### src/rtl/dtt_pkg.sv
package dtt_pkg;

  // Field widths
  localparam int unsigned LEAD_W   = 30;
  localparam int unsigned MINSEC_W = 7;
  localparam int unsigned MICRO_W  = 20;
  localparam int unsigned DLEFT_W  = 4;
  localparam int unsigned TICKS_W  = 64;

  // Defaults for the top-level parameters
  localparam int unsigned LEAD_DIGITS_DEF     = 9;
  localparam int unsigned FRACTION_DIGITS_DEF = 6;
  localparam int unsigned MINSEC_DIGITS       = 2;

  // Character codes
  localparam logic [7:0] CH_NUL   = 8'd0;
  localparam logic [7:0] CH_PLUS  = 8'd43;
  localparam logic [7:0] CH_MINUS = 8'd45;
  localparam logic [7:0] CH_DOT   = 8'd46;
  localparam logic [7:0] CH_COLON = 8'd58;

  typedef enum logic [3:0] {
    PH_SKIP,
    PH_DAYS,
    PH_HOURS,
    PH_MINUTES,
    PH_SECONDS,
    PH_FRACTION,
    PH_TAIL
  } dtt_phase_t;

  // Parsed fields of one finished string, handed to the scaling pipeline
  typedef struct packed {
    logic                err;
    logic                neg;
    logic [LEAD_W-1:0]   day;
    logic [LEAD_W-1:0]   hour;
    logic [MINSEC_W-1:0] minute;
    logic [MINSEC_W-1:0] second;
    logic [MICRO_W-1:0]  micro;
  } dtt_fields_t;

  function automatic logic is_space(input logic [7:0] c);
    return (c == 8'd32) || (c >= 8'd9 && c <= 8'd13);
  endfunction

  function automatic logic is_digit(input logic [7:0] c);
    return (c >= 8'd48) && (c <= 8'd57);
  endfunction

  // Scale factor that right-pads the fraction
  function automatic logic [MICRO_W-1:0] pow10(input logic [DLEFT_W-1:0] n);
    logic [MICRO_W-1:0] p;
    case (n)
      4'd0: p = 20'd1;
      4'd1: p = 20'd10;
      4'd2: p = 20'd100;
      4'd3: p = 20'd1000;
      4'd4: p = 20'd10000;
      4'd5: p = 20'd100000;
      4'd6: p = 20'd1000000;
      default: p = 20'd1;
    endcase
    return p;
  endfunction

endpackage

### src/rtl/dtt_parser.sv
module dtt_parser
  import dtt_pkg::*;
#(
  parameter int unsigned LEAD_DIGITS     = LEAD_DIGITS_DEF,
  parameter int unsigned FRACTION_DIGITS = FRACTION_DIGITS_DEF
) (
  input  logic        clk,
  input  logic        rst_n,
  input  logic        byte_take,
  input  logic [7:0]  text_byte,
  output dtt_fields_t fields
);

  localparam logic [DLEFT_W-1:0] LeadInit   = DLEFT_W'(LEAD_DIGITS);
  localparam logic [DLEFT_W-1:0] FracInit   = DLEFT_W'(FRACTION_DIGITS);
  localparam logic [DLEFT_W-1:0] MinsecInit = DLEFT_W'(MINSEC_DIGITS);

  dtt_phase_t          phase_r, phase_nxt;
  logic                neg_r, neg_nxt;
  logic                failed_r, failed_nxt;
  logic [LEAD_W-1:0]   day_r, day_nxt;
  logic [LEAD_W-1:0]   hour_r, hour_nxt;
  logic [MINSEC_W-1:0] minute_r, minute_nxt;
  logic [MINSEC_W-1:0] second_r, second_nxt;
  logic [MICRO_W-1:0]  micro_r, micro_nxt;
  logic [DLEFT_W-1:0]  dleft_r, dleft_nxt;

  logic                dig, spc, days_go;
  logic [3:0]          dval;
  logic [DLEFT_W-1:0]  days_dl;
  logic [MICRO_W-1:0]  micro_pad;

  assign dig       = is_digit(text_byte);
  assign spc       = is_space(text_byte);
  assign dval      = text_byte[3:0];
  // Outside the fraction phase either the fraction is empty or already padded
  assign micro_pad = MICRO_W'(micro_r * pow10(dleft_r));

  // Per-character state update
  always_comb begin
    phase_nxt  = phase_r;
    neg_nxt    = neg_r;
    failed_nxt = failed_r;
    day_nxt    = day_r;
    hour_nxt   = hour_r;
    minute_nxt = minute_r;
    second_nxt = second_r;
    micro_nxt  = micro_r;
    dleft_nxt  = dleft_r;
    days_go    = 1'b0;
    days_dl    = dleft_r;
    if (byte_take) begin
      if (text_byte == CH_NUL) begin
        // terminator: result leaves, state returns to reset
        phase_nxt  = PH_SKIP;
        neg_nxt    = 1'b0;
        failed_nxt = 1'b0;
        day_nxt    = '0;
        hour_nxt   = '0;
        minute_nxt = '0;
        second_nxt = '0;
        micro_nxt  = '0;
        dleft_nxt  = '0;
      end else if (!failed_r) begin
        case (phase_r)
          PH_SKIP: begin
            if (!spc) begin
              phase_nxt = PH_DAYS;
              dleft_nxt = LeadInit;
              if (text_byte == CH_MINUS) begin
                neg_nxt = 1'b1;
              end else if (text_byte != CH_PLUS) begin
                days_go = 1'b1;
                days_dl = LeadInit;
              end
            end
          end
          PH_DAYS: begin
            days_go = 1'b1;
          end
          PH_HOURS: begin
            if (dig && dleft_r != '0) begin
              hour_nxt  = LEAD_W'(hour_r * LEAD_W'(10)) + LEAD_W'(dval);
              dleft_nxt = dleft_r - 1'b1;
            end else if (text_byte == CH_COLON) begin
              phase_nxt = PH_MINUTES;
              dleft_nxt = MinsecInit;
            end else begin
              failed_nxt = 1'b1;
            end
          end
          PH_MINUTES: begin
            if (dig && dleft_r != '0) begin
              minute_nxt = MINSEC_W'(minute_r * MINSEC_W'(10)) + MINSEC_W'(dval);
              dleft_nxt  = dleft_r - 1'b1;
            end else if (text_byte == CH_COLON) begin
              phase_nxt = PH_SECONDS;
              dleft_nxt = MinsecInit;
            end else begin
              failed_nxt = 1'b1;
            end
          end
          PH_SECONDS: begin
            if (dig && dleft_r != '0) begin
              second_nxt = MINSEC_W'(second_r * MINSEC_W'(10)) + MINSEC_W'(dval);
              dleft_nxt  = dleft_r - 1'b1;
            end else if (text_byte == CH_DOT) begin
              phase_nxt = PH_FRACTION;
              dleft_nxt = FracInit;
            end else begin
              failed_nxt = 1'b1;
            end
          end
          PH_FRACTION: begin
            if (dig && dleft_r != '0) begin
              micro_nxt = MICRO_W'(micro_r * MICRO_W'(10)) + MICRO_W'(dval);
              dleft_nxt = dleft_r - 1'b1;
            end else begin
              micro_nxt = micro_pad;
              dleft_nxt = '0;
              phase_nxt = PH_TAIL;
            end
          end
          default: begin
          end
        endcase
        // First number: days if a space follows, hours if a colon follows
        if (days_go) begin
          if (dig && days_dl != '0) begin
            day_nxt   = LEAD_W'(day_r * LEAD_W'(10)) + LEAD_W'(dval);
            dleft_nxt = days_dl - 1'b1;
          end else if (spc) begin
            phase_nxt = PH_HOURS;
            dleft_nxt = LeadInit;
          end else begin
            hour_nxt = day_r;
            day_nxt  = '0;
            if (text_byte == CH_COLON) begin
              phase_nxt = PH_MINUTES;
              dleft_nxt = MinsecInit;
            end else begin
              failed_nxt = 1'b1;
            end
          end
        end
      end
    end
  end

  always_ff @(posedge clk) begin
    if (!rst_n) begin
      phase_r  <= PH_SKIP;
      neg_r    <= 1'b0;
      failed_r <= 1'b0;
      day_r    <= '0;
      hour_r   <= '0;
      minute_r <= '0;
      second_r <= '0;
      micro_r  <= '0;
      dleft_r  <= '0;
    end else begin
      phase_r  <= phase_nxt;
      neg_r    <= neg_nxt;
      failed_r <= failed_nxt;
      day_r    <= day_nxt;
      hour_r   <= hour_nxt;
      minute_r <= minute_nxt;
      second_r <= second_nxt;
      micro_r  <= micro_nxt;
      dleft_r  <= dleft_nxt;
    end
  end

  // Fields as seen by a terminator arriving now
  always_comb begin
    fields.err    = failed_r || phase_r == PH_SKIP || phase_r == PH_DAYS ||
                    phase_r == PH_HOURS;
    fields.neg    = neg_r;
    fields.day    = day_r;
    fields.hour   = hour_r;
    fields.minute = minute_r;
    fields.second = second_r;
    fields.micro  = micro_pad;
  end

endmodule

### src/rtl/dtt_scale.sv
module dtt_scale
  import dtt_pkg::*;
(
  input  logic                       clk,
  input  logic                       rst_n,
  input  logic                       in_go,
  input  dtt_fields_t                in_f,
  output logic                       ready,
  output logic                       out_valid,
  input  logic                       out_stall,
  output logic signed [TICKS_W-1:0]  out_ticks,
  output logic                       out_parse_error
);

  localparam int unsigned T2_W = LEAD_W + 5;
  localparam int unsigned T3_W = T2_W + 6;
  localparam int unsigned T4_W = T3_W + 6;

  // Stage valid bits and load enables
  logic v1_r, v2_r, v3_r, v4_r, v5_r, v6_r;
  logic ld1, ld2, ld3, ld4, ld5, ld6;

  // Stage payloads
  dtt_fields_t         s1_r;
  logic                e2_r, n2_r, e3_r, n3_r, e4_r, n4_r, e5_r, n5_r;
  logic [T2_W-1:0]     t2_r;
  logic [T3_W-1:0]     t3_r;
  logic [T4_W-1:0]     t4_r;
  logic [TICKS_W-1:0]  t5_r;
  logic [MINSEC_W-1:0] m2_r, sec2_r, sec3_r;
  logic [MICRO_W-1:0]  u2_r, u3_r, u4_r;
  logic [TICKS_W-1:0]  ticks_r;
  logic                perr_r;

  logic [T2_W-1:0]     d_ext;
  logic [T3_W-1:0]     t2_ext;
  logic [T4_W-1:0]     t3_ext;
  logic [TICKS_W-1:0]  t4_ext, t5_ext;
  logic [T2_W-1:0]     t2_nxt;
  logic [T3_W-1:0]     t3_nxt;
  logic [T4_W-1:0]     t4_nxt;
  logic [TICKS_W-1:0]  t5_nxt, t6_nxt;

  // A stage loads when empty or when its item moves on
  assign ld6   = !v6_r || !out_stall;
  assign ld5   = !v5_r || ld6;
  assign ld4   = !v4_r || ld5;
  assign ld3   = !v3_r || ld4;
  assign ld2   = !v2_r || ld3;
  assign ld1   = !v1_r || ld2;
  assign ready = ld1;

  // days*24 + hours
  assign d_ext  = T2_W'(s1_r.day);
  assign t2_nxt = (d_ext << 4) + (d_ext << 3) + T2_W'(s1_r.hour);
  // *60 + minutes
  assign t2_ext = T3_W'(t2_r);
  assign t3_nxt = (t2_ext << 6) - (t2_ext << 2) + T3_W'(m2_r);
  // *60 + seconds
  assign t3_ext = T4_W'(t3_r);
  assign t4_nxt = (t3_ext << 6) - (t3_ext << 2) + T4_W'(sec3_r);
  // *1000000 + micro, wrapping at 64 bits
  assign t4_ext = TICKS_W'(t4_r);
  assign t5_nxt = (t4_ext << 20) - (t4_ext << 16) + (t4_ext << 14) + (t4_ext << 9) +
                  (t4_ext << 6) + TICKS_W'(u4_r);
  // *10, then sign and error
  assign t5_ext = (t5_r << 3) + (t5_r << 1);
  assign t6_nxt = e5_r ? '0 : (n5_r ? ('0 - t5_ext) : t5_ext);

  always_ff @(posedge clk) begin
    if (!rst_n) begin
      v1_r <= 1'b0;
      v2_r <= 1'b0;
      v3_r <= 1'b0;
      v4_r <= 1'b0;
      v5_r <= 1'b0;
      v6_r <= 1'b0;
    end else begin
      if (ld1) v1_r <= in_go;
      if (ld2) v2_r <= v1_r;
      if (ld3) v3_r <= v2_r;
      if (ld4) v4_r <= v3_r;
      if (ld5) v5_r <= v4_r;
      if (ld6) v6_r <= v5_r;
    end
  end

  // Payload registers, no reset
  always_ff @(posedge clk) begin
    if (ld1) s1_r <= in_f;
    if (ld2) begin
      e2_r   <= s1_r.err;
      n2_r   <= s1_r.neg;
      t2_r   <= t2_nxt;
      m2_r   <= s1_r.minute;
      sec2_r <= s1_r.second;
      u2_r   <= s1_r.micro;
    end
    if (ld3) begin
      e3_r   <= e2_r;
      n3_r   <= n2_r;
      t3_r   <= t3_nxt;
      sec3_r <= sec2_r;
      u3_r   <= u2_r;
    end
    if (ld4) begin
      e4_r <= e3_r;
      n4_r <= n3_r;
      t4_r <= t4_nxt;
      u4_r <= u3_r;
    end
    if (ld5) begin
      e5_r <= e4_r;
      n5_r <= n4_r;
      t5_r <= t5_nxt;
    end
    if (ld6) begin
      ticks_r <= t6_nxt;
      perr_r  <= e5_r;
    end
  end

  assign out_valid       = v6_r;
  assign out_ticks       = ticks_r;
  assign out_parse_error = perr_r;

endmodule

### src/rtl/duration_text_to_ticks_unit.sv
// Duration text parser: converts a "[+|-][D ]HH:MM[:SS[.ffffff]]" string to 100 ns ticks.
// Input channel: in_valid / in_stall with one character per item on in_text_byte.
// A zero byte ends the string and produces exactly one result item; every other
// byte produces none. Result channel: out_valid / out_stall with out_ticks (signed,
// wraps modulo 2^64) and out_parse_error (ticks is 0 when set).
// Throughput: one character per cycle while in_stall is low, terminators included. Each
// taken character updates the parser registers; a terminator then travels a six-register
// scaling pipeline (capture, then the *24, *60, *60, *1e6 and *10-with-sign steps).
// out_valid rises once the result has reached the last pipeline register. Reset
// (rst_n low, synchronous) returns the parser to skipping leading white space
// and empties the pipeline. When the receiver stalls, the result holds and the
// pipeline keeps taking items until every stage is full; in_stall then rises and
// stays up until the output moves.
module duration_text_to_ticks_unit
  import dtt_pkg::*;
#(
  parameter int unsigned LEAD_DIGITS     = LEAD_DIGITS_DEF,
  parameter int unsigned FRACTION_DIGITS = FRACTION_DIGITS_DEF
) (
  input  logic                      clk,
  input  logic                      rst_n,
  input  logic                      in_valid,
  output logic                      in_stall,
  input  logic [7:0]                in_text_byte,
  output logic                      out_valid,
  input  logic                      out_stall,
  output logic signed [TICKS_W-1:0] out_ticks,
  output logic                      out_parse_error
);

  logic        take, term, pipe_ready;
  dtt_fields_t fields;

  // Item handshake
  assign in_stall = !pipe_ready;
  assign take     = in_valid && !in_stall;
  assign term     = take && (in_text_byte == CH_NUL);

  dtt_parser #(
    .LEAD_DIGITS     (LEAD_DIGITS),
    .FRACTION_DIGITS (FRACTION_DIGITS)
  ) u_parser (
    .clk       (clk),
    .rst_n     (rst_n),
    .byte_take (take),
    .text_byte (in_text_byte),
    .fields    (fields)
  );

  dtt_scale u_scale (
    .clk             (clk),
    .rst_n           (rst_n),
    .in_go           (term),
    .in_f            (fields),
    .ready           (pipe_ready),
    .out_valid       (out_valid),
    .out_stall       (out_stall),
    .out_ticks       (out_ticks),
    .out_parse_error (out_parse_error)
  );

endmodule

### config.mk
export PLATFORM = sky130hd
export DESIGN_NAME = duration_text_to_ticks_unit
export DESIGN_NICKNAME = d
export VERILOG_FILES = /design/src/rtl/dtt_pkg.sv /design/src/rtl/dtt_parser.sv /design/src/rtl/dtt_scale.sv /design/src/rtl/duration_text_to_ticks_unit.sv
export SDC_FILE = /design/constraint.sdc
export NUM_CORES = 2
export LEC_CHECK = 0
export BUFFER_PORTS_ARGS = -buffer_cell sky130_fd_sc_hd__buf_2
export CAP_MARGIN = 20
export CORE_ASPECT_RATIO = 0.75
export CORE_UTILIZATION = 59
export DETAILED_ROUTE_END_ITERATION = 8
export PLACE_DENSITY_LB_ADDON = 0.05
export SYNTH_ARGS = -nofsm -noshare
export SYNTH_HDL_FRONTEND = slang
export SYNTH_SLANG_ARGS = --single-unit
export TNS_END_PERCENT = 20
### constraint.sdc
create_clock -name clk -period 6.2 [get_ports clk]
set_input_delay 0.31 -clock clk [delete_from_list [all_inputs] [get_ports clk]]
set_output_delay 0.31 -clock clk [all_outputs]
set_load 0.005 [all_outputs]
==> summary.md <==
| Metric | Value |
|---|---|
| Clock Path Buffers | `3` |
| Ant. Diodes | `0` |
| Post-route setup TNS | `-1.088 ns` |
| Clock latency on the worst-skew pair | `0.65 ns` |
| Detailed-route wire length | `approximately 110000 µm` |
| Register area | `15270 µm²` |
| Dpl hpwl | `86860 µm` |
| Vias/cell | `5.659` |
| Most frequent cell after synthesis | `ha_1` |
| Seq cells post-synth | `between 500 and 600` |
| Unique cell type count in the Yosys netlist | `a little under 100` |
| First-pass GRT wire length | `between 150000 and 200000 µm` |
| Vias in the first global route | `35220` |
| Largest net degree at the start of global routing | `88` |
| Post-Syn Area | `between 40000 and 50000 µm²` |
| Vias | `approximately 37000` |
| Fin Hold WS | `a little over 0.06 ns` |
| CTS sink cnt | `545` |
| Max-slew headroom | `0.3015` |
| Net Count, Synth | `6068` |
| R2R cell count | `26` |
| WS Path Type | `reg2reg` |
| DR DRC count | `0` |
| CP endpoint | `u_scale.s1_r[19]` |
| Gr usage total | `0.2548` |
| Req. time, crit path | `about 6.6 ns` |
| Tcrit/Tclk final | `1.041` |
| Top_reg_cell synth | `edfxtp_1` |
| CP Capture Type | `register` |
| Cts bufs inserted | `between 50 and 60` |
| Worst hold path class | `in2reg` |
| Final slew viol count | `0` |
| DR WL/cell | `16.60 µm` |
| Synth area leaders | `edfxtp_1 (26%), ha_1 (15%), fa_1 (12%)` |
| Fillcell total | `6715` |
| Fmax | `between 150 and 200 MHz` |
| FFs w/ async S/R, synth | `0` |
| Worst-path clk slew | `0.06 ns` |
| Placeable core area | `around 83000 µm²` |
| Reg2reg start | `u_parser.dleft_r[1]` |
| Iter 0 DRT Violations | `2448` |
| Tmin final | `6.454 ns` |
| Starting Density | `0.6009` |
| R2r setup slk | `-0.25 ns` |
| Final hold viol count | `0` |
| Overflow after GRT | `0` |
| CP Launch Point | `u_parser.dleft_r[1]` |
| Post-synth EDFFs | `435` |
| Site Rows | `91` |
| Die height | `approximately 250 µm` |
| Worst Skew | `roughly 0.032 ns` |
| RSZ-0062 raised after global routing | `true` |
| Seq/Total Area, Yosys | `0.3060` |
| RD Place Congestion | `about 0.92` |
| P&R area growth vs syn | `9.917%` |
| Routed Antenna Nets | `0` |
| Final Worst Setup Slack | `-0.2541 ns` |
| Failing checks | `negative setup slack` |
| Multi-input logic area | `32370 µm²` |
| Share of layout cells above drive strength 1 | `0.08717` |
| 1st-pass router iterations | `5` |
| TritonCTS clock tree | `yes` |
| Setup crit start kind | `register` |
| # IOs | `79` |
| Outcome | `complete, but fails checks` |
| Critical Path AT | `6.87 ns` |
| Post-synth top area share | `0.2619` |
| Setup violators final | `8` |
| Cells after Synth | `between 5000 and 6000` |
| Number of port buffers | `77` |
| Max-cap violations | `0` |
| FF-to-FF End | `u_scale.s1_r[19]` |
| Clk Tree Root Cell | `clkbuf_16` |
| Avg Cell Area, Syn | `9.649 µm²` |
| Area leader, netlist | `edfxtp_1` |
| Antenna violations before repair | `1` |
| Largest fanout on the critical path | `7` |
| Worst Max-Slew Pin Slew | `1.040 ns` |
| Synth top cells by count | `ha_1 (592), inv_1 (575), edfxtp_1 (435)` |
| YS warnings | `0` |
| DIE AREA | `roughly 86000 µm²` |
| Die X | `about 340 µm` |
| Htree depth | `2` |
| Nets | `6218` |
==> stage by stage <==
step / cell area, µm² / utilization / std cells / setup slack (ns)
after floorplan: 50150 / - / 5169 / -0.008834
after global placement: 52480 / 0.6322 / 6366 / -0.2541
after detailed placement: 52480 / 0.6322 / 6366 / -0.3720
after CTS: 54630 / 0.6582 / 6478 / -0.1453
after global routing: 54820 / 0.6605 / 6485 / -0.4671
final: 54820 / 0.6605 / 6485 / -0.2541
==> kinds of logic (layout without fill, tap and decap cells) <==
group,Yosys count,in the layout,synth area share
flip-flops,545,545,0.3060
adder cells (fa/ha/maj),887,887,0.2669
other,1,1,0.00007519
XOR/XNOR,429,429,0.07561
AND/OR/NAND/NOR,1408,1408,0.1401
AO/OA/AOI/OAI,1166,1166,0.1533
buffers and inverters,715,915,0.05429
multiplexers,18,18,0.003662
==> metal layers <==
metal	GRT usage	vias up	part of all wire	routed length, µm
met3	0.02900	149	0.051	5492
li1	-	18582	-	-
met5	0	-	0.00015	16
met4	0.05727	2	0.020	2205
met2	0.3988	764	0.43	46730
met1	0.3781	17204	0.49	53220
==> final cells by class <==
cell class                      count  area share
Clock buffer                       67     0.02803
Timing Repair Buffer              230     0.02983
Inverter                          575     0.03946
Sequential cell                   545      0.2786
Clock inverter                     43    0.008171
Multi-Input combinational cell   3909      0.5904
Tap cell                         1116     0.02547
==> state kept, by name, indices dropped and copies added (netlist names), 4 cells and up <==
| signal | flops |
|---|---|
| u_parser.phase_r | 4 |
| u_scale.t3_r | 41 |
| u_parser.day_r | 30 |
| u_scale.s1_r | 66 |
| u_scale.u3_r | 20 |
| u_scale.out_ticks | 63 |
| u_scale.sec2_r | 7 |
| u_parser.hour_r | 30 |
| u_scale.m2_r | 7 |
| u_scale.u2_r | 20 |
| u_parser.second_r | 7 |
| u_parser.micro_r | 20 |
| u_parser.minute_r | 7 |
| u_scale.t2_r | 35 |
| u_scale.t4_r | 47 |
| u_scale.d_ext | 30 |
| u_parser.dleft_r | 4 |
| u_scale.t5_r | 63 |
| u_scale.sec3_r | 7 |
| u_scale.u4_r | 20 |
==> cells in the final DEF, fill, tap and decap left out, types with 137 or more instances in the layout <==
cell / netlist / final
xnor2_1: 269 / 267
nor2_1: 318 / 314
nand2_1: 384 / 372
xor2_1: 159 / 159
inv_1: 575 / 568
fa_1: 295 / 286
a21o_1: 137 / 137
edfxtp_1: 435 / 435
ha_1: 592 / 573
o21ai_0: 209 / 198
a21oi_1: 326 / 318
buf_4: 1 / 141
==> timing repair <==
action / in CTS / in global routing
buffers inserted: 1 / 5
gates resized for setup: 35 / 30
gates cloned: 0 / 0
pin swaps: 36 / 30
endpoints found under the setup margin: 18 / 20
endpoints found under the hold margin: 1 / 0
hold buffers: 1 / 0
==> worst max-delay path, stage by stage (launching register included) <==
cell and delay, ns:
dfxtp_4 0.37, inv_4 0.04, buf_6 0.12, ha_4 0.15
buf_6 0.12, nand2_8 0.07, nand2_4 0.04, or3_4 0.41
buf_12 0.16, and2_4 0.15, fa_1 0.55, fa_1 0.43
ha_2 0.21, fa_1 0.59, ha_4 0.22, fa_1 0.53
inv_1 0.05, fa_1 0.47, inv_1 0.04, ha_2 0.17
or3_1 0.34, o211ai_1 0.25, o21ba_2 0.23, o21ai_2 0.09
a31oi_1 0.17, xnor2_1 0.10, buf_4 0.15
==> worst min path at each step <==
stage | startpoint | endpoint | cells past startpoint
2_1_floorplan | u_scale.s1_r[95] | u_scale.e2_r | 0
3_3_place_gp | u_scale.u4_r[0] | u_scale.t5_r[0] | 0
3_5_place_dp | u_scale.s1_r[29] | u_scale.m2_r[2] | 0
4_1_cts | in_text_byte[0] | u_parser.micro_r[0] | 3
5_1_grt | in_text_byte[0] | u_parser.micro_r[0] | 3
6_report | in_text_byte[0] | u_parser.micro_r[0] | 3
Power is not shown: default switching activity piles up to over one toggle a cycle in this logic, so the estimate is an artifact.
